File: src/rtl/core/smoc_pkg.sv
// Shared constants and types for the stat map overlay colorizer.
package smoc_pkg;

  localparam int VALUE_BITS = 32;
  localparam int FRAC_BITS  = 16;
  localparam int COLOR_BITS = 48;
  localparam int CH_BITS    = 8;
  localparam int NUM_CH     = 3;
  localparam int CFG_IDX_W  = 3;

  // Blend product: unsigned fraction (FRAC_BITS+1) times signed channel difference (CH_BITS+1).
  localparam int PROD_W = FRAC_BITS + CH_BITS + 3;

  // Register indexes of the configuration port.
  localparam logic [CFG_IDX_W-1:0] CFG_THRESHOLD   = 3'd0;
  localparam logic [CFG_IDX_W-1:0] CFG_HIGH_LEVEL  = 3'd1;
  localparam logic [CFG_IDX_W-1:0] CFG_TWO_TAILED  = 3'd2;
  localparam logic [CFG_IDX_W-1:0] CFG_FLIP_SIGN   = 3'd3;
  localparam logic [CFG_IDX_W-1:0] CFG_SHOW_SUB    = 3'd4;
  localparam logic [CFG_IDX_W-1:0] CFG_POS_COLORS  = 3'd5;
  localparam logic [CFG_IDX_W-1:0] CFG_NEG_COLORS  = 3'd6;
  localparam logic [CFG_IDX_W-1:0] CFG_NS_COLORS   = 3'd7;

  // Reset values.
  localparam logic [VALUE_BITS-2:0] THRESHOLD_RST  = (VALUE_BITS-1)'(1) << FRAC_BITS;
  localparam logic [COLOR_BITS-1:0] POS_COLORS_RST = 48'd280375481859840;
  localparam logic [COLOR_BITS-1:0] NEG_COLORS_RST = 48'd3362022655;
  localparam logic [COLOR_BITS-1:0] NS_COLORS_RST  = 48'd3357474590;

  // Control that rides along with an item through the pipeline.
  typedef struct packed {
    logic                  valid;
    logic                  blank;
    logic                  one;
    logic [COLOR_BITS-1:0] pair;
  } smoc_ctl_t;

endpackage

File: src/rtl/core/stat_map_overlay_colorizer_unit.sv
// Top level of the stat map overlay colorizer: fixed-point value to overlay pixel.
//
//  channel | ports                                            | handshake
//  --------+--------------------------------------------------+-----------------------------
//  input   | in_value                                         | start high, busy low
//  result  | out_red, out_green, out_blue, out_visible        | out_valid strobe, one cycle
//  config  | cfg_index, cfg_data                              | cfg_we, write at the edge
//
// An item enters on every cycle; busy is always low. Items pass through stages I, A,
// B, C, the restoring divider that yields one fraction bit per stage, M and O. Reset
// clears the configuration to its defaults and every valid bit in the pipeline;
// payload registers are not reset. The receiver cannot stall, so the pipeline
// advances on every clock and each result is shown for exactly one cycle.
module stat_map_overlay_colorizer_unit (
  input  logic                                clk,
  input  logic                                rst_n,
  input  logic                                start,
  output logic                                busy,
  input  logic signed [smoc_pkg::VALUE_BITS-1:0] in_value,
  output logic                                out_valid,
  output logic [smoc_pkg::CH_BITS-1:0]        out_red,
  output logic [smoc_pkg::CH_BITS-1:0]        out_green,
  output logic [smoc_pkg::CH_BITS-1:0]        out_blue,
  output logic                                out_visible,
  input  logic                                cfg_we,
  input  logic [smoc_pkg::CFG_IDX_W-1:0]      cfg_index,
  input  logic [smoc_pkg::COLOR_BITS-1:0]     cfg_data
);

  localparam int VB   = smoc_pkg::VALUE_BITS;
  localparam int FB   = smoc_pkg::FRAC_BITS;
  localparam int CB   = smoc_pkg::CH_BITS;
  localparam int NCH  = smoc_pkg::NUM_CH;
  localparam int PW   = smoc_pkg::PROD_W;
  localparam int COLW = smoc_pkg::COLOR_BITS;
  localparam int HALF = COLW / 2;

  // ---------------------------------------------------------------------------
  // Configuration registers
  // ---------------------------------------------------------------------------
  logic [VB-2:0]        thr_r;
  logic signed [VB-1:0] high_r;
  logic                 two_tailed_r;
  logic                 flip_r;
  logic                 show_sub_r;
  logic [COLW-1:0]      pos_r;
  logic [COLW-1:0]      neg_r;
  logic [COLW-1:0]      ns_r;

  always_ff @(posedge clk) begin
    if (!rst_n) begin
      thr_r        <= smoc_pkg::THRESHOLD_RST;
      high_r       <= '0;
      two_tailed_r <= 1'b1;
      flip_r       <= 1'b0;
      show_sub_r   <= 1'b0;
      pos_r        <= smoc_pkg::POS_COLORS_RST;
      neg_r        <= smoc_pkg::NEG_COLORS_RST;
      ns_r         <= smoc_pkg::NS_COLORS_RST;
    end else if (cfg_we) begin
      case (cfg_index)
        smoc_pkg::CFG_THRESHOLD:  thr_r        <= cfg_data[VB-2:0];
        smoc_pkg::CFG_HIGH_LEVEL: high_r       <= cfg_data[VB-1:0];
        smoc_pkg::CFG_TWO_TAILED: two_tailed_r <= cfg_data[0];
        smoc_pkg::CFG_FLIP_SIGN:  flip_r       <= cfg_data[0];
        smoc_pkg::CFG_SHOW_SUB:   show_sub_r   <= cfg_data[0];
        smoc_pkg::CFG_POS_COLORS: pos_r        <= cfg_data;
        smoc_pkg::CFG_NEG_COLORS: neg_r        <= cfg_data;
        smoc_pkg::CFG_NS_COLORS:  ns_r         <= cfg_data;
        default: ;
      endcase
    end
  end

  // The pipeline never holds an item off.
  assign busy = 1'b0;

  // ---------------------------------------------------------------------------
  // Stage I: capture the input item
  // ---------------------------------------------------------------------------
  logic                 i_valid_r;
  logic signed [VB-1:0] i_value_r;

  always_ff @(posedge clk) begin
    if (!rst_n) begin
      i_valid_r <= 1'b0;
    end else begin
      i_valid_r <= start;
    end
  end

  always_ff @(posedge clk) begin
    i_value_r <= in_value;
  end

  // ---------------------------------------------------------------------------
  // Stage A: sign after the optional flip, and magnitude. The magnitude of the
  // flipped value equals that of the raw one, so one negation suffices; the
  // most negative value gives 2^(VB-1), which still fits VB unsigned bits.
  // ---------------------------------------------------------------------------
  logic          a_valid_r, a_valid_nxt;
  logic          a_neg_r,   a_neg_nxt;
  logic [VB-1:0] a_mag_r,   a_mag_nxt;

  always_comb begin
    logic raw_neg;
    logic raw_nz;
    raw_neg     = i_value_r[VB-1];
    raw_nz      = |i_value_r;
    a_valid_nxt = i_valid_r;
    a_neg_nxt   = flip_r ? (!raw_neg && raw_nz) : raw_neg;
    a_mag_nxt   = raw_neg ? (~i_value_r + VB'(1)) : i_value_r;
  end

  always_ff @(posedge clk) begin
    if (!rst_n) begin
      a_valid_r <= 1'b0;
    end else begin
      a_valid_r <= a_valid_nxt;
    end
  end

  always_ff @(posedge clk) begin
    a_neg_r <= a_neg_nxt;
    a_mag_r <= a_mag_nxt;
  end

  // ---------------------------------------------------------------------------
  // Stage B: classify against the threshold, pick the color pair and set up
  // numerator and denominator of the blend fraction.
  // ---------------------------------------------------------------------------
  smoc_pkg::smoc_ctl_t b_ctl_r, b_ctl_nxt;
  logic [VB-1:0]       b_num_r, b_num_nxt;
  logic [VB-1:0]       b_den_r, b_den_nxt;

  always_comb begin
    logic [VB-1:0] thr_ext;
    logic          above;
    logic          high_le;
    thr_ext  = {1'b0, thr_r};
    above    = a_mag_r > thr_ext;
    high_le  = high_r <= $signed(thr_ext);

    b_ctl_nxt.valid = a_valid_r;
    b_ctl_nxt.blank = (!two_tailed_r && a_neg_r) || (a_mag_r == '0)
                      || (!above && !show_sub_r);
    b_ctl_nxt.one   = above && high_le;
    if (above) begin
      b_ctl_nxt.pair = a_neg_r ? neg_r : pos_r;
    end else begin
      b_ctl_nxt.pair = ns_r;
    end
    b_num_nxt = above ? (a_mag_r - thr_ext) : a_mag_r;
    b_den_nxt = above ? (high_r - thr_ext) : thr_ext;
  end

  // Reset only the valid bit; the payload fields advance freely.
  always_ff @(posedge clk) begin
    if (!rst_n) begin
      b_ctl_r.valid <= 1'b0;
    end else begin
      b_ctl_r.valid <= b_ctl_nxt.valid;
    end
    b_ctl_r.blank <= b_ctl_nxt.blank;
    b_ctl_r.one   <= b_ctl_nxt.one;
    b_ctl_r.pair  <= b_ctl_nxt.pair;
    b_num_r       <= b_num_nxt;
    b_den_r       <= b_den_nxt;
  end

  // ---------------------------------------------------------------------------
  // Stage C and divider stages: clamp to 1.0 when num >= den, then one
  // restoring-division step per stage for FB fraction bits. Entry 0 is stage C.
  // The remainder stays below den < 2^(VB-1), so dropping its top bit on the
  // shift loses nothing; on clamped items the quotient is ignored.
  // ---------------------------------------------------------------------------
  smoc_pkg::smoc_ctl_t d_ctl_r [FB+1];
  logic [VB-1:0]       d_rem_r [FB+1];
  logic [VB-1:0]       d_den_r [FB+1];
  logic [FB-1:0]       d_q_r   [FB+1];

  smoc_pkg::smoc_ctl_t d_ctl_nxt [FB+1];
  logic [VB-1:0]       d_rem_nxt [FB+1];
  logic [VB-1:0]       d_den_nxt [FB+1];
  logic [FB-1:0]       d_q_nxt   [FB+1];

  always_comb begin
    logic [VB-1:0] shifted;
    logic          take;
    d_ctl_nxt[0]     = b_ctl_r;
    d_ctl_nxt[0].one = b_ctl_r.one || (b_num_r >= b_den_r);
    d_rem_nxt[0]     = b_num_r;
    d_den_nxt[0]     = b_den_r;
    d_q_nxt[0]       = '0;
    for (int k = 1; k <= FB; k++) begin
      shifted      = {d_rem_r[k-1][VB-2:0], 1'b0};
      take         = shifted >= d_den_r[k-1];
      d_ctl_nxt[k] = d_ctl_r[k-1];
      d_den_nxt[k] = d_den_r[k-1];
      d_rem_nxt[k] = take ? (shifted - d_den_r[k-1]) : shifted;
      d_q_nxt[k]   = {d_q_r[k-1][FB-2:0], take};
    end
  end

  // Reset only the valid bits; the payload fields advance freely.
  always_ff @(posedge clk) begin
    for (int k = 0; k <= FB; k++) begin
      if (!rst_n) begin
        d_ctl_r[k].valid <= 1'b0;
      end else begin
        d_ctl_r[k].valid <= d_ctl_nxt[k].valid;
      end
      d_ctl_r[k].blank <= d_ctl_nxt[k].blank;
      d_ctl_r[k].one   <= d_ctl_nxt[k].one;
      d_ctl_r[k].pair  <= d_ctl_nxt[k].pair;
      d_rem_r[k]       <= d_rem_nxt[k];
      d_den_r[k]       <= d_den_nxt[k];
      d_q_r[k]         <= d_q_nxt[k];
    end
  end

  // ---------------------------------------------------------------------------
  // Stage M: fraction times (end - start) for each channel, red first.
  // ---------------------------------------------------------------------------
  logic                 m_valid_r;
  logic                 m_blank_r;
  logic [CB-1:0]        m_start_r [NCH];
  logic signed [PW-1:0] m_prod_r  [NCH];
  logic signed [PW-1:0] m_prod_nxt [NCH];
  logic [CB-1:0]        m_start_nxt [NCH];

  always_comb begin
    logic [FB:0]          frac;
    logic [CB-1:0]        s_ch;
    logic [CB-1:0]        e_ch;
    logic signed [CB:0]   diff;
    logic signed [PW-1:0] f_ext;
    logic signed [PW-1:0] d_ext;
    frac = d_ctl_r[FB].one ? ((FB+1)'(1) << FB) : {1'b0, d_q_r[FB]};
    for (int c = 0; c < NCH; c++) begin
      s_ch  = d_ctl_r[FB].pair[HALF + (NCH-1-c)*CB +: CB];
      e_ch  = d_ctl_r[FB].pair[(NCH-1-c)*CB +: CB];
      diff  = $signed({1'b0, e_ch}) - $signed({1'b0, s_ch});
      f_ext = $signed({{(PW-FB-1){1'b0}}, frac});
      d_ext = {{(PW-CB-1){diff[CB]}}, diff};
      m_prod_nxt[c]  = f_ext * d_ext;
      m_start_nxt[c] = s_ch;
    end
  end

  always_ff @(posedge clk) begin
    if (!rst_n) begin
      m_valid_r <= 1'b0;
    end else begin
      m_valid_r <= d_ctl_r[FB].valid;
    end
  end

  always_ff @(posedge clk) begin
    m_blank_r <= d_ctl_r[FB].blank;
    for (int c = 0; c < NCH; c++) begin
      m_prod_r[c]  <= m_prod_nxt[c];
      m_start_r[c] <= m_start_nxt[c];
    end
  end

  // ---------------------------------------------------------------------------
  // Stage O: truncate the product toward zero, add to the start color, and
  // drive the result registers. A blank pixel has all channels zero.
  // ---------------------------------------------------------------------------
  logic          out_valid_r;
  logic          out_visible_r;
  logic [CB-1:0] out_ch_r   [NCH];
  logic [CB-1:0] out_ch_nxt [NCH];

  always_comb begin
    logic [PW-1:0] pmag;
    logic [CB:0]   step;
    logic [CB:0]   sum;
    for (int c = 0; c < NCH; c++) begin
      pmag = m_prod_r[c][PW-1] ? (~m_prod_r[c] + PW'(1)) : m_prod_r[c];
      step = pmag[FB +: CB+1];
      if (m_prod_r[c][PW-1]) begin
        sum = {1'b0, m_start_r[c]} - step;
      end else begin
        sum = {1'b0, m_start_r[c]} + step;
      end
      out_ch_nxt[c] = m_blank_r ? '0 : sum[CB-1:0];
    end
  end

  always_ff @(posedge clk) begin
    if (!rst_n) begin
      out_valid_r <= 1'b0;
    end else begin
      out_valid_r <= m_valid_r;
    end
  end

  always_ff @(posedge clk) begin
    out_visible_r <= !m_blank_r;
    for (int c = 0; c < NCH; c++) begin
      out_ch_r[c] <= out_ch_nxt[c];
    end
  end

  assign out_valid   = out_valid_r;
  assign out_red     = out_ch_r[0];
  assign out_green   = out_ch_r[1];
  assign out_blue    = out_ch_r[2];
  assign out_visible = out_visible_r;

endmodule

File: config.mk
export PLATFORM = sky130hd
export DESIGN_NAME = stat_map_overlay_colorizer_unit
export DESIGN_NICKNAME = d
export VERILOG_FILES = /design/src/rtl/core/smoc_pkg.sv /design/src/rtl/core/stat_map_overlay_colorizer_unit.sv
export SDC_FILE = /design/constraint.sdc
export NUM_CORES = 2
export LEC_CHECK = 0
export BUFFER_PORTS_ARGS = -buffer_cell sky130_fd_sc_hd__buf_2
export CELL_PAD_IN_SITES_DETAIL_PLACEMENT = 1
export CELL_PAD_IN_SITES_GLOBAL_PLACEMENT = 1
export CORE_ASPECT_RATIO = 0.5
export CORE_MARGIN = 5
export CORE_UTILIZATION = 45
export CTS_BUF_LIST = sky130_fd_sc_hd__clkbuf_8 sky130_fd_sc_hd__clkbuf_16
export DETAILED_ROUTE_END_ITERATION = 8
export GPL_ROUTABILITY_DRIVEN = 0
export GPL_TIMING_DRIVEN = 0
export PLACE_DENSITY = 0.78
export SYNTH_ARGS = -nofsm -noshare
export SYNTH_HDL_FRONTEND = slang
export SYNTH_SLANG_ARGS = --single-unit
export TNS_END_PERCENT = 1
File: constraint.sdc
create_clock -name clk -period 6.5 [get_ports clk]
set_input_delay 0.65 -clock clk [delete_from_list [all_inputs] [get_ports clk]]
set_output_delay 0.65 -clock clk [all_outputs]
set_load 0.01 [all_outputs]
---- Word level (Yosys, flattened, before mapping) ----
Memories as Yosys holds them, arrays and structs flattened.
Index checks and enable logic that the tools add are counted.
storage, ports and cells
  flip-flop bits (word level) ............. 396
  bits in latches ......................... 0
  RAM bits ................................ 2,356
  memory bits (read-only) ................. 0
  memories ................................ 7
cells by class
  $add $sub $neg .......................... 31
  $mul .................................... 3
  divide/modulo/power cells ............... 0
  order comparisons ....................... 19
  equality and inequality tests ........... 7
  shift-type cells ........................ 0
  mux-type cells .......................... 51
  bitwise operators ....................... 21
  reductions and logical operators ........ 23
memories
  memory           depth  width  rd ports  clocked after memory_dff  wr ports  RTL line                                source
  d_ctl_r          17     51     17        0                         17        stat_map_overlay_colorizer_unit.sv:177  smoc_pkg::smoc_ctl_t d_ctl_r [FB+1];
  d_den_r          17     32     16        0                         17        stat_map_overlay_colorizer_unit.sv:179  logic [VB-1:0] d_den_r [FB+1];
  d_rem_r          17     32     16        0                         17        stat_map_overlay_colorizer_unit.sv:178  logic [VB-1:0] d_rem_r [FB+1];
  d_q_r            17     16     17        0                         17        stat_map_overlay_colorizer_unit.sv:180  logic [FB-1:0] d_q_r [FB+1];
  m_prod_r         3      27     3         0                         3         stat_map_overlay_colorizer_unit.sv:228  logic signed [PW-1:0] m_prod_r [NCH];
  m_start_r        3      8      3         0                         3         stat_map_overlay_colorizer_unit.sv:227  logic [CB-1:0] m_start_r [NCH];
  1 more memories  -      -      -         -                         -         -
operator list
  kind                                            number
  greater-or-equal comparator 32 bit              17
  two-way mux 32 bit                              17
  subtractor 32 bit                               16
  two-way mux 48 bit                              2
  multiplier 18 x 9 -> 27 bit                     3
  adder 24 x 2 -> 24 bit (second input constant)  3
  two-way mux 24 bit                              3
  NOT 24 bit                                      3
  subtractor 32 x 31 -> 32 bit                    2
  two-way mux 31 bit                              2
  two-way mux 8 bit                               6
  adder 32 x 2 -> 32 bit (second input constant)  1
  > comparator 32 x 31 -> 1 bit                   1
  less-or-equal comparator 32 bit                 1
  zero test 32 bit                                1
  NOT 32 bit                                      1
  OR reduction 32 bit                             1
  subtractor 8 x 8 -> 9 bit                       3
  adder 8 bit                                     3
  subtractor 8 bit                                3
  two-way mux 1 bit                               20
  two-way mux 17 bit                              1
  OR 1 bit                                        17
  AND reduction 2 bit                             8
  other kinds (7)                                 20

---- Depth between registers and ports, before layout ----
An unclocked memory read counts as a cell.
  depth after elaboration ................. 7
  mapped depth ............................ 32

---- Least setup slack after synthesis ----
OpenSTA, ideal clock, no wires.
  kind .................................... reg-to-reg
  start point ............................. memory d_ctl_r[16][41] in the netlist's numbering
  end point ............................... memory m_prod_r[0][23] in the netlist's numbering
  arrival ................................. 6,614 ps
  path slack .............................. -220 ps
  cell stages (with the launch flop) ...... 30
  clock period less this slack ............ 6,720 ps
  cell sequence ........................... dfxtp_1 -> inv_1 -> ha_1 -> nor2b_1 -> o21ai_0 -> nand2b_1 -> a21o_1 -> a21o_1 -> a21o_1 -> a21o_1 -> xor2_1 -> nand2_1 -> fa_1 -> fa_1 -> inv_1 -> fa_1 -> fa_1 -> inv_1 -> fa_1 -> inv_1 -> ha_1 -> o21ai_0 -> a21boi_1 -> o21ai_0 -> a21boi_1 -> o21ai_0 -> a21oi_1 -> o31ai_1 -> or4b_1 -> o311ai_0
RTL lines
  what         RTL line
  from (decl)  stat_map_overlay_colorizer_unit.sv:177
  to (decl)    stat_map_overlay_colorizer_unit.sv:228

==> metrics.txt <==
GRT overflow=0; post-synthesis compound-gate area fraction=0.130; reg2reg path depth=28; max cap viols=0; synthesized flop and latch total=2530; crit-path most repeated cell=fa_1; Core Rows=127; Slew @ Worst Pin=1.12 ns; Synth Area in Adders=0.164; sequential area share after synthesis=0.468; Detail Route Antenna Nets=0; Post-Synth XOR/XNOR Area=0.0440; post-synthesis mux area share=0.0227; total die area=251000 µm²; CTS tree=yes; Clock Latency Late Sink=0.91 ns; syn nets=12300; Worst Skew=0.0971 ns; largest cells by area after synthesis=dfxtp_1 (47%), ha_1 (10%), fa_1 (6.3%); area leader, netlist=dfxtp_1; post-DR wirelength/cell=22.0 µm; crit path kind=register to register; largest family of logic cells by synthesized area=adder cells; CTS Root Cell=clkbuf_16; area share of the largest cell type after synthesis=0.468; final hold violations=0; Post-synth top cells=dfxtp_1 (2530), nand2_1 (1173), inv_1 (1109); yosys warns=0; Hold Path Cell Cnt=3; Hold Crit Class=input port to register; drt first-iter violations=5542; Final setup viols=22; Post-Layout Cell Count=14800; Worst-path clk slew=0.08 ns; input/output buffers=111; crit share post-route=1.08; H-tree Lvls=4; Syn Inst Count=11000; number of synthesized flops with an enable pin=0; first-pass GRT wire length=504000 µm; die width=704 µm; Largest stage delay, worst path=0.59 ns; top-count cell post-synth=dfxtp_1; DRT Pass-1 Iters=6; Via density=5.43; predominant post-synthesis flop cell=dfxtp_1; Clock Path Buffers=4; total CTS buffers=221; PnR worst setup slack=-0.522 ns; Post-Synth Simple-Gate Area=0.122; antenna violations before repair=23; Fin Hold WS=0.0632 ns; final WL=326000 µm; Max Freq=142 MHz; post-synthesis async set-or-reset flop share=0; Critical Path RT=7.28 ns; critical path endpoint category=register; total core area=239000 µm²; Syn Std Cell Area=108000 µm²; status=finished, violations left; Layout area overhead=12.9%; Filler cells=26500; largest net degree at the start of global routing=21; routed vias=80500; post-layout min period=7.02 ns; io pins=114; Max Slew Vio Count=0; Starting Density=0.452; Residual DRC=0; DPL Wire Length=230000 µm; syn_area_per_cell=9.87 µm²; clock sink count=2530; placed cells=14300; failing checks=setup timing; die height=357 µm; startpoint types=register; unrepaired setup endpoints after global routing=true; layout cells sized above 1=0.0845; Synth cell types=104; worst-path maximum fanout=3; GR Util All Layers=0.254; arrival time at the worst endpoint=7.80 ns; number of global-route vias before repair=87100; Final TNS setup=-5.67 ns; Slew Limit Headroom=0.249; fin nets=12700; Crit-path slowest cell=fa_2
worst max-delay path, delay by kind of cell, from the launching register on:
| family | cells | cell delay (ns) |
|---|---|---|
| flip-flops | 1 | 0.41 |
| XOR/XNOR | 1 | 0.15 |
| adder cells (fa/ha/maj) | 8 | 3.09 |
| AO/OA/AOI/OAI | 13 | 2.68 |
| buffers and inverters | 3 | 0.22 |
| AND/OR/NAND/NOR | 3 | 0.37 |
layer usage:
layer  routed length [µm]  up-vias  track usage  part of all wire
met5                   19        -            0          0.000058
met3                16500      793       0.0380             0.051
li1                     -    37600            -                 -
met2               157000     2189        0.442              0.48
met1               140000    39900        0.320              0.43
met4                13100        4       0.0946             0.040
cell families (layout without fill, tap and decap cells):
family,Yosys count,count (layout)
xor gates and xnor gates,544,544
adders and majority gates,1210,1210
muxes,220,220
other,1,16
DFF,2530,2530
AOI/OAI and AO/OA,2182,2182
and+or+nand+nor,2882,2882
buffers and inverters,1395,2006
final cells by class:
| cell class | instances | area [µm²] | area share |
|---|---|---|---|
| Clock buffer | 255 | 6020 | 0.0493 |
| Clock inverter | 149 | 1490 | 0.0122 |
| Tap cell | 3225 | 4040 | 0.0330 |
| Multi-Input combinational cell | 7039 | 53100 | 0.434 |
| Antenna cell | 15 | 37.5 | 0.000307 |
| Inverter | 1113 | 4190 | 0.0343 |
| Buffer | 282 | 1310 | 0.0107 |
| Sequential cell | 2530 | 50700 | 0.414 |
| Timing Repair Buffer | 207 | 1410 | 0.0115 |
what timing repair did:
item                                    CTS  global route
setup buffers                            44             5
resized for setup                       192            33
hold buffers                             47             0
pin swaps                                53            17
endpoints found under the hold margin    59             0
endpoints found under the setup margin   46            34
stage by stage:
stage                util  area (µm²)  setup WS (ns)
CTS                 0.509      122000         -0.321
global placement    0.471      113000          -1.34
detailed placement  0.471      113000          -1.70
floorplan               -      108000        -0.0470
global route        0.510      122000         -0.826
finish              0.510      122000         -0.522
worst paths after layout:
path,slack [ns],startpoint,endpoint
setup reg to reg,-0.52,d_ctl_r[16][24]$_DFF_P_,m_prod_r[0][77]$_DFF_P_
setup / recovery,-0.52,d_ctl_r[16][24]$_DFF_P_,m_prod_r[0][77]$_DFF_P_
hold / removal,0.06,cfg_data[26],neg_r[26]$_SDFFE_PN0P_
hold reg to reg,0.27,d_ctl_r[11][29]$_DFF_P_,d_ctl_r[12][29]$_DFF_P_
sequential cells by signal, summed over array words and instances, names as in the netlist, 31 cells and up:
register   count
b_den_r       32
d_rem_r      496
i_value_r     32
m_prod_r      75
b_ctl_r       51
a_mag_r       32
pos_r         48
high_r        32
d_q_r        136
thr_r         31
d_ctl_r      867
neg_r         48
d_den_r      512
ns_r          48
b_num_r       32
cells in the final DEF, fill, tap and decap left out, types with 142 or more instances in the layout:
master	netlist	routed
a21boi_0	178	174
xor2_1	219	212
nand2_1	1173	1171
clkbuf_16	0	223
nor3_1	144	142
clkbuf_1	206	182
ha_1	869	855
dfxtp_1	2530	2523
a21o_1	282	279
nand3_1	176	176
xnor2_1	325	309
o21ai_0	591	570
nor2_1	687	685
a21oi_1	484	465
inv_1	1109	1139
nand2b_1	184	184
buf_2	40	153
fa_1	341	337
Power is not shown: default switching activity piles up to over one toggle a cycle in this logic, so the estimate is an artifact.
